## config.mk

```make
export PLATFORM = sky130hd
export DESIGN_NAME = hctd_ctrl
export DESIGN_NICKNAME = d
export VERILOG_FILES = /design/src/hdl/hctd_pkg.sv /design/src/hdl/hctd_ctrl.sv
export SDC_FILE = /design/constraint.sdc
export NUM_CORES = 1
export LEC_CHECK = 0
export ABC_AREA = 0
export ABC_CLOCK_PERIOD_IN_PS = 9420
export BUFFER_PORTS_ARGS = -buffer_cell sky130_fd_sc_hd__clkbuf_2
export CORE_MARGIN = 2
export CORE_UTILIZATION = 25
export DETAILED_ROUTE_END_ITERATION = 10
export GPL_TIMING_DRIVEN = 0
export RECOVER_POWER = 100
export SLEW_MARGIN = 30
export SYNTH_ARGS = -nofsm -noshare
export SYNTH_HDL_FRONTEND = slang
export SYNTH_SLANG_ARGS = --single-unit
```

## constraint.sdc

```tcl
create_clock -name i_clk -period 9.42 [get_ports i_clk]
set_input_delay 1.884 -clock i_clk [delete_from_list [all_inputs] [get_ports i_clk]]
set_output_delay 1.884 -clock i_clk [all_outputs]
set_load 0.005 [all_outputs]
```

## src/hdl/hctd_pkg.sv

```systemverilog
package hctd_pkg;

    localparam int SQUARE_COUNT = 64;
    localparam int HALF_SIZE    = SQUARE_COUNT * SQUARE_COUNT;
    localparam int TABLE_SIZE   = 2 * HALF_SIZE;
    localparam int ADDR_W       = $clog2(TABLE_SIZE);

    localparam int OP_W     = 2;
    localparam int SQUARE_W = 6;
    localparam int DEPTH_W  = 7;
    localparam int DSQ_W    = 2 * DEPTH_W;
    localparam int ENTRY_W  = 15;

    typedef logic [ADDR_W-1:0]   t_addr;
    typedef logic [ENTRY_W-1:0]  t_entry;
    typedef logic [OP_W-1:0]     t_op;
    typedef logic [SQUARE_W-1:0] t_square;
    typedef logic [DEPTH_W-1:0]  t_depth;

    localparam t_entry ENTRY_MAX   = '1;
    localparam t_entry LIMIT_RESET = ENTRY_W'(10000);

    localparam t_op OP_BUMP  = 2'd0;
    localparam t_op OP_READ  = 2'd1;
    localparam t_op OP_AGE   = 2'd2;
    localparam t_op OP_CLEAR = 2'd3;

    localparam t_addr ADDR_LAST      = ADDR_W'(TABLE_SIZE - 1);
    localparam t_addr HALF_BASE      = ADDR_W'(HALF_SIZE);
    localparam t_addr HALF_LAST_OFFS = ADDR_W'(HALF_SIZE - 1);

    typedef struct packed {
        logic   rd_en;
        t_addr  rd_addr;
        logic   wr_en;
        t_addr  wr_addr;
        t_entry wr_data;
    } t_mem_req;

    typedef struct packed {
        logic   load;
        t_entry value;
    } t_result;

    function automatic logic square_in_range(input t_square from_sq, input t_square to_sq);
        return (int'(from_sq) < SQUARE_COUNT) && (int'(to_sq) < SQUARE_COUNT);
    endfunction

    function automatic t_addr table_index(input logic side, input t_square from_sq,
                                          input t_square to_sq);
        t_addr base;
        base = side ? HALF_BASE : '0;
        return base + ADDR_W'(from_sq) * ADDR_W'(SQUARE_COUNT) + ADDR_W'(to_sq);
    endfunction

endpackage

```

## src/hdl/hctd_ctrl.sv

```systemverilog
module hctd_ctrl (
    input  logic              i_clk,
    input  logic              i_rst_n,
    input  logic              i_in_valid,
    output logic              o_in_stall,
    input  hctd_pkg::t_op     i_opcode,
    input  logic              i_side,
    input  hctd_pkg::t_square i_from_square,
    input  hctd_pkg::t_square i_to_square,
    input  hctd_pkg::t_depth  i_depth,
    input  hctd_pkg::t_entry  i_limit,
    input  logic              i_out_free,
    output hctd_pkg::t_result o_result,
    output hctd_pkg::t_mem_req o_mem,
    input  hctd_pkg::t_entry  i_rd_data
);
    import hctd_pkg::*;

    localparam logic [1:0] S_IDLE  = 2'd0;
    localparam logic [1:0] S_CALC  = 2'd1;
    localparam logic [1:0] S_HALVE = 2'd2;
    localparam logic [1:0] S_CLEAR = 2'd3;

    logic [1:0]       r_state, n_state;
    logic             r_rd_done, n_rd_done;
    logic             r_wb_valid, n_wb_valid;
    t_addr            r_sw_addr, n_sw_addr;
    t_addr            r_sw_last, n_sw_last;
    t_addr            r_wb_addr, n_wb_addr;
    t_op              r_op, n_op;
    logic             r_side, n_side;
    logic             r_in_range, n_in_range;
    t_addr            r_idx, n_idx;
    logic [DSQ_W-1:0] r_dsq, n_dsq;

    logic [ENTRY_W:0] sum;
    t_entry           bumped;
    logic             over;

    always_comb begin
        sum    = {1'b0, i_rd_data} + (ENTRY_W + 1)'(r_dsq);
        bumped = (sum > (ENTRY_W + 1)'(ENTRY_MAX)) ? ENTRY_MAX : sum[ENTRY_W-1:0];
        over   = bumped > i_limit;
    end

    always_comb begin
        n_state    = r_state;
        n_rd_done  = r_rd_done;
        n_wb_valid = r_wb_valid;
        n_sw_addr  = r_sw_addr;
        n_sw_last  = r_sw_last;
        n_wb_addr  = r_wb_addr;
        n_op       = r_op;
        n_side     = r_side;
        n_in_range = r_in_range;
        n_idx      = r_idx;
        n_dsq      = r_dsq;
        o_mem      = '0;
        o_result   = '0;

        case (r_state)
            S_IDLE: begin
                if (i_in_valid) begin
                    o_mem.rd_en   = 1'b1;
                    o_mem.rd_addr = table_index(i_side, i_from_square, i_to_square);
                    n_idx         = o_mem.rd_addr;
                    n_op          = i_opcode;
                    n_side        = i_side;
                    n_in_range    = square_in_range(i_from_square, i_to_square);
                    n_dsq         = DSQ_W'(i_depth) * DSQ_W'(i_depth);
                    n_state       = S_CALC;
                end
            end
            S_CALC: begin
                if (i_out_free) begin
                    o_result.load = 1'b1;
                    n_state       = S_IDLE;
                    n_sw_addr     = '0;
                    n_sw_last     = ADDR_LAST;
                    n_rd_done     = 1'b0;
                    n_wb_valid    = 1'b0;
                    case (r_op)
                        OP_BUMP: begin
                            if (r_in_range) begin
                                o_mem.wr_en   = 1'b1;
                                o_mem.wr_addr = r_idx;
                                o_mem.wr_data = bumped;
                                if (over) begin
                                    o_result.value = bumped >> 1;
                                    n_sw_addr      = r_side ? HALF_BASE : '0;
                                    n_sw_last      = n_sw_addr + HALF_LAST_OFFS;
                                    n_state        = S_HALVE;
                                end else begin
                                    o_result.value = bumped;
                                end
                            end
                        end
                        OP_READ: begin
                            if (r_in_range) begin
                                o_result.value = i_rd_data;
                            end
                        end
                        OP_AGE: begin
                            n_state = S_HALVE;
                        end
                        default: begin
                            n_state = S_CLEAR;
                        end
                    endcase
                end
            end
            S_HALVE: begin
                if (r_wb_valid) begin
                    o_mem.wr_en   = 1'b1;
                    o_mem.wr_addr = r_wb_addr;
                    o_mem.wr_data = i_rd_data >> 1;
                end
                if (!r_rd_done) begin
                    o_mem.rd_en   = 1'b1;
                    o_mem.rd_addr = r_sw_addr;
                    n_wb_addr     = r_sw_addr;
                    n_wb_valid    = 1'b1;
                    n_sw_addr     = r_sw_addr + ADDR_W'(1);
                    if (r_sw_addr == r_sw_last) begin
                        n_rd_done = 1'b1;
                    end
                end else begin
                    n_wb_valid = 1'b0;
                    n_state    = S_IDLE;
                end
            end
            S_CLEAR: begin
                o_mem.wr_en   = 1'b1;
                o_mem.wr_addr = r_sw_addr;
                o_mem.wr_data = '0;
                n_sw_addr     = r_sw_addr + ADDR_W'(1);
                if (r_sw_addr == r_sw_last) begin
                    n_state = S_IDLE;
                end
            end
            default: begin
                n_state = S_IDLE;
            end
        endcase
    end

    always_ff @(posedge i_clk) begin
        if (!i_rst_n) begin
            r_state    <= S_CLEAR;
            r_rd_done  <= 1'b0;
            r_wb_valid <= 1'b0;
            r_sw_addr  <= '0;
            r_sw_last  <= ADDR_LAST;
        end else begin
            r_state    <= n_state;
            r_rd_done  <= n_rd_done;
            r_wb_valid <= n_wb_valid;
            r_sw_addr  <= n_sw_addr;
            r_sw_last  <= n_sw_last;
        end
    end

    always_ff @(posedge i_clk) begin
        r_wb_addr  <= n_wb_addr;
        r_op       <= n_op;
        r_side     <= n_side;
        r_in_range <= n_in_range;
        r_idx      <= n_idx;
        r_dsq      <= n_dsq;
    end

    assign o_in_stall = (r_state != S_IDLE);

endmodule

```

==> impl_metrics.py, run 1 <==
metrics = {
    "layout": {
        "post_route_cells_drive_above_1_share_pct": 15.5,
        "insertedDiodeCount": 0,
        "finalNetCount": 841,
        "fin_cells": 996,
        "areaGrowthSynthToFinish_pct": 21.3,
        "final_core_utilization_pct": 30.9,
        "register_area_mm2": 0.00159,
        "multi_input_area_mm2": 0.00340,
        "fillers": 2227,
    },
    "clocking": {
        "cts_resized": 0,
        "cts_root_buf": "clkbuf_16",
        "cts.path.max_buffers": 2,
        "cts_tree": "built",
        "clock_sinks": 59,
        "ctsHoldBuffers": 0,
        "htree_levels": 3,
        "clk_pin_slew_ps": 50,
        "post_cts_buffers": 0,
        "cts_buffers": 9,
        "clk_latency_ps": 330,
    },
    "global_routing": {
        "grt-ovfl-total": 0,
        "antenna_found_initial": 1,
        "grt_pass1_vias": 4656,
        "grt_pass1_wl_mm": 24.0,
        "grt_usage_pct": 13.4,
        "grt_max_degree": 16,
    },
    "place": {
        "routabilityCongestion": 0.857,
        "placedCellCount": 980,
        "hpwl_mm": 12.5,
        "place_ws_ps": 1460,
        "port_buffers": 114,
    },
    "setup_path": {
        "arrival_ps": 6530,
        "cpMaxStageDelayCell": "nor4_1",
        "reg2reg_setup_slack_ps": 4650,
        "critPathLaunchType": "primary input",
        "worstSetupEndpointType": "primary output",
        "critical_path_class": "in -> out",
        "cp.required_ps": 7540,
        "path_cells": "clkbuf_1 > ha_1 > ha_1 > a211o_1 > a211oi_1 > o21ai_0 > or2_2 > a21o_1 > ha_1 > nand4_1 > nor4_1 > nor2_1 > a21oi_1 > and2_0 > clkbuf_1 > o21ai_0 > a31oi_1 > clkbuf_1",
        "cpPeakStageDelay_ps": 450,
        "cp_max_fo": 10,
    },
    "timing": {
        "min_period_over_period_pct": 89.4,
        "layout_setup_ws_ps": 1000,
        "hold_violations": 0,
        "setup_violations": 0,
        "clock_skew_ps": 8.48,
        "fmax_ghz": 0.119,
        "hold-worst-slack_ps": 518,
        "setup_tns_ps": 0,
        "slew_headroom_pct": 8.50,
        "period_minus_slack_ps": 8420,
        "rsz0062_at_grt": "no",
        "drv_slew": 0,
        "worst_slew_pin_slew_ps": 1360,
    },
    "drt": {
        "vias_per_cell": 4.89,
        "num_vias": 4866,
        "wl_mm": 15.7,
        "wl_per_cell_um": 15.8,
        "antenna_left": 0,
        "drtIter0Drc": 456,
        "firstDrtPassIters": 5,
        "drc_errors": 0,
    },
    "yosys": {
        "synth-async-reset-ratio_pct": 0,
        "synth.distinct_cells": 68,
        "syn_nets": 713,
        "yosys-top-cells-area": "edfxtp_1 23%, ha_1 13%, dfxtp_1 6.7%",
        "ys_warn_count": 0,
        "synth_most_common_cell": "ha_1",
        "synth_top_area_share_pct": 23.0,
        "syn_inst": 588,
        "synth-seq-area-share_pct": 29.7,
        "synth-edff-count": 41,
        "synth_seq_cells": 59,
        "synth_top_area_cell": "edfxtp_1",
        "syn_avg_cell_area_um2": 9.12,
        "synth_area_mm2": 0.00536,
        "synth_ff_type": "edfxtp_1",
        "synth_commonest_cells": "54 x ha_1, 52 x inv_1, 51 x nor2_1",
    },
    "die": {
        "initial_utilization_pct": 25.5,
        "coreArea_mm2": 0.0210,
        "io_pins": 116,
        "design.die.area_mm2": 0.0226,
        "die_x_um": 150,
        "die_h_um": 150,
        "num_rows": 53,
    },
    "power_and_ir_drop": {
        "powerDensity_mw_per_mm2": 146,
        "vdd.ir_drop.worst_uv": 80.0,
        "leakage_uw": 0.00279,
    },
    "outcome": {
        "run_status": "finished clean",
    },
    "hold_path": {
        "hold_class": "reg -> reg",
    },
    "run": {
        "maxCapViolations": 0,
    },
}
report_power, final:
group / internal (µW) / total (µW) / leakage (µW) / switching [µW]
registers: 295 / 302 / 0.000524 / 7.06
clock network: 233 / 352 / 0.000160 / 119
logic: 127 / 296 / 0.00211 / 169
total: 655 / 950 / 0.00279 / 295
cells in the final DEF (no fill, tap or decap), types with 4 or more instances in the layout:
master and count:
nand3_1 13, or3_1 4, fa_1 15, and3_1 4
a22o_1 13, and2_1 16, a21boi_0 5, edfxtp_1 41
nand2_1 46, a22oi_1 21, clkbuf_16 9, clkbuf_1 69
clkbuf_2 67, dfxtp_1 18, o21ai_0 17, a211oi_1 4
o21a_1 6, or2_2 5, xor2_1 12, nor3_1 6
nand4_1 10, nor2_1 51, nand2b_1 4, nor2b_1 6
a21oi_1 38, xnor2_1 17, inv_1 52, a21o_1 8
a222oi_1 18, ha_1 54
final timing paths:
check                from       endpoint  cells past startpoint
min            r_wb_valid     r_wb_valid                      2
min reg2reg    r_wb_valid     r_wb_valid                      2
max          i_rd_data[0]    o_result[0]                     18
max reg2reg      r_dsq[0]  r_sw_addr[12]                     16
sequential cells by signal (all words and copies together) (netlist names):
signal	flops
r_sw_last	1
r_dsq	13
r_wb_valid	1
r_idx	12
r_wb_addr	13
r_state	2
r_sw_addr	13
r_rd_done	1
r_op	2
r_side	1
metal layers:
metal  vias to the layer above  part of all wire [%]  global-route usage, %
li1                       2431                     -                      -
met1                      2285                    45                   17.7
met2                       135                    48                   22.9
met3                        13                   5.9                   2.36
met4                         2                  0.96                   3.16
met5                         -                  0.10                      0
worst max-delay path, delay by kind of cell:
family                   cells  cell delay [ps]
adder cells (fa/ha/maj)      3              770
buffers and inverters        3              660
AO/OA/AOI/OAI                7             1940
AND/OR/NAND/NOR              5             1260
layout make-up:
class | instances | area share, %
Inverter | 52 | 3.00
Buffer | 25 | 1.96
Multi-Input combinational cell | 452 | 52.2
Clock inverter | 7 | 1.54
Clock buffer | 9 | 3.46
Tap cell | 275 | 5.29
Timing Repair Buffer | 117 | 8.04
Sequential cell | 59 | 24.5
through the flow:
stage | power [µW] | area [µm²]
final | 950 | 6500
after global routing | 1010 | 6500
after CTS | 963 | 6650
after detailed placement | 607 | 6320
after global placement | 602 | 6280
after floorplan | 526 | 5360
cells by family (layout without fill, tap and decap cells):
family / after synthesis / in the layout / share of synthesized area, %
mux: 3 / 3 / 0.676
xor+xnor: 29 / 29 / 4.74
flops: 59 / 59 / 29.7
buf+inv: 77 / 210 / 6.58
compound gates: 164 / 164 / 22.2
simple gates: 187 / 187 / 18.0
fa+ha+maj: 69 / 69 / 18.2
Power figures use the tool's default switching activity.
==> run 2, diff against run 1 <==
- GPL_TIMING_DRIVEN: 0 -> unset
==> run 2 against run 1 <==
The flow now finishes with violations (capacitance limit, slew limit). Routed wire length shrank 2.7%. Maximum frequency up 4.0%. Power down 5.3%. Die area unchanged. Global-route usage shrank 0.18 points. Non-clock buffer count down 23. Critical path depth down 2. Register-to-register slack gained 410 ps. Via count grew 0.72%. Sequential share of layout area rose by 0.55 points. Count of clock-buffer cells in the layout did not move. Largest cell class unchanged. Largest power group unchanged.
==> impl_metrics.py, run 2 (synthesized netlist as in run 1, its figures left out) <==
metrics = {
    "setup_path": {
        "arrival_ps": 6210,
        "path_cells": "clkbuf_1 > ha_1 > a21o_1 > a21oi_1 > a211o_2 > and2_0 > nand2_1 > ha_1 > nand4_1 > nor4_1 > nor2_1 > a21oi_1 > and2_2 > a22oi_1 > a21oi_1 > clkbuf_2",
        "critical_path_class": "in -> out",
        "crit_path_frequent_cell": "a21oi_1",
        "cpPeakStageDelay_ps": 500,
        "rr_worst_depth": 14,
        "cp.required_ps": 7540,
        "critPathLaunchType": "primary input",
        "cp_max_fo": 13,
        "cpMaxStageDelayCell": "and2_0",
        "worstSetupEndpointType": "primary output",
    },
    "timing": {
        "setup_tns_ps": 0,
        "setup_violations": 0,
        "rsz0062_at_grt": "no",
        "clock_skew_ps": 8.22,
        "worst_slew_pin_slew_ps": 1790,
        "min_period_over_period_pct": 86.0,
        "hold_violations": 0,
        "fmax_ghz": 0.123,
        "slew_headroom_pct": -19.9,
        "period_minus_slack_ps": 8100,
        "drv_slew": 45,
    },
    "drt": {
        "vias_per_cell": 5.04,
        "firstDrtPassIters": 10,
        "drtIter0Drc": 539,
        "num_vias": 4901,
        "wl_mm": 15.3,
        "drc_errors": 0,
        "wl_per_cell_um": 15.7,
        "antenna_left": 0,
    },
    "die": {
        "die_x_um": 150,
        "coreArea_mm2": 0.0210,
        "initial_utilization_pct": 25.5,
        "num_rows": 53,
        "io_pins": 116,
        "die_h_um": 150,
        "design.die.area_mm2": 0.0226,
    },
    "clocking": {
        "post_cts_buffers": 0,
        "cts.path.max_buffers": 2,
        "cts_root_buf": "clkbuf_16",
        "clk_pin_slew_ps": 50,
        "ctsHoldBuffers": 0,
        "clk_latency_ps": 320,
        "cts_buffers": 9,
        "cts_tree": "built",
        "cts_resized": 0,
        "clock_sinks": 59,
        "htree_levels": 3,
    },
    "layout": {
        "finalNetCount": 818,
        "final_common_cell": "clkbuf_2",
        "stdcell_area_mm2": 0.00636,
        "layout_common_cells": "65 x clkbuf_2, 54 x ha_1, 53 x clkbuf_1, 52 x inv_1, 50 x nor2_1",
        "post_route_cells_drive_above_1_share_pct": 15.5,
        "insertedDiodeCount": 0,
        "areaGrowthSynthToFinish_pct": 18.6,
        "reg.largest.list": "r_dsq (13), r_sw_addr (13), r_wb_addr (13)",
        "fin_cells": 972,
    },
    "power_and_ir_drop": {
        "powerDensity_mw_per_mm2": 141,
        "vdd.ir_drop.worst_uv": 58.3,
        "total_power_uw": 899,
        "leakage_uw": 0.00273,
    },
    "place": {
        "hpwl_mm": 12.1,
        "placedCellCount": 957,
        "routabilityCongestion": 0.890,
        "port_buffers": 115,
        "dpl_cell_area_mm2": 0.00617,
    },
    "run": {
        "maxCapViolations": 2,
    },
    "hold_path": {
        "hold_depth": 2,
        "hold_class": "reg -> reg",
    },
    "outcome": {
        "violations": "capacitance limit, slew limit",
        "run_status": "complete, but fails checks",
    },
    "global_routing": {
        "grt-ovfl-total": 0,
        "grt_usage_pct": 13.3,
        "antenna_found_initial": 0,
        "grt_pass1_vias": 4577,
        "grt_pass1_wl_mm": 23.6,
        "grt_max_degree": 29,
    },
}
## run 2: changes by cell type in the layout (fill, tap and decap cells not counted), sizes merged
cell    previous run  this run
clkinv             4         5
clkbuf           146       127
inv               53        52
bufinv             2         1
buf                5         1
## run 2: stage by stage
| step | worst slack, ps | util (%) | hold slack (ps) |
|---|---|---|---|
| after global placement | 1750 | 29.3 | 477 |
| after CTS | 1680 | 30.7 | 499 |
| after detailed placement | 1680 | 29.4 | 492 |
| final | 1320 | 30.3 | 498 |
| after global routing | 909 | 30.3 | 531 |
| after floorplan | 2360 | - | 463 |
## run 2: worst max-delay path: cells and delay by family
| family | cells | cell delay (ps) |
|---|---|---|
| buffers and inverters | 2 | 270 |
| adder cells (fa/ha/maj) | 2 | 820 |
| AND/OR/NAND/NOR | 6 | 1790 |
| AO/OA/AOI/OAI | 6 | 1440 |
## run 2: routing by layer
layer	track usage [%]	up-vias	routed length, µm
met5	0	-	0
met4	4.10	0	240
met3	2.42	16	1010
met2	21.8	154	7200
met1	17.6	2352	6830
li1	-	2379	-
## run 2: power breakdown
part | internal [µW] | total [µW] | switching, µW
Clock | 201 | 307 | 106
Sequential | 295 | 306 | 10.6
Combinational | 124 | 286 | 163
Total | 619 | 899 | 280
## run 2: area by class of cell
cell class | instances | area, µm²
Multi-Input combinational cell | 452 | 3420
Timing Repair Buffer | 119 | 532
Tap cell | 275 | 344
Sequential cell | 59 | 1590
Clock inverter | 6 | 57.6
Clock buffer | 9 | 225
Fill cell | 2272 | 14700
Inverter | 52 | 195
## run 2: final timing paths
kind                            slack, ps       endpoint          from
worst max-delay path                 1320    o_result[5]  i_rd_data[5]
worst min-delay path                  500     r_wb_valid    r_wb_valid
worst max register to register       5060  r_sw_last[12]     r_dsq[10]
worst min register to register        500     r_wb_valid    r_wb_valid
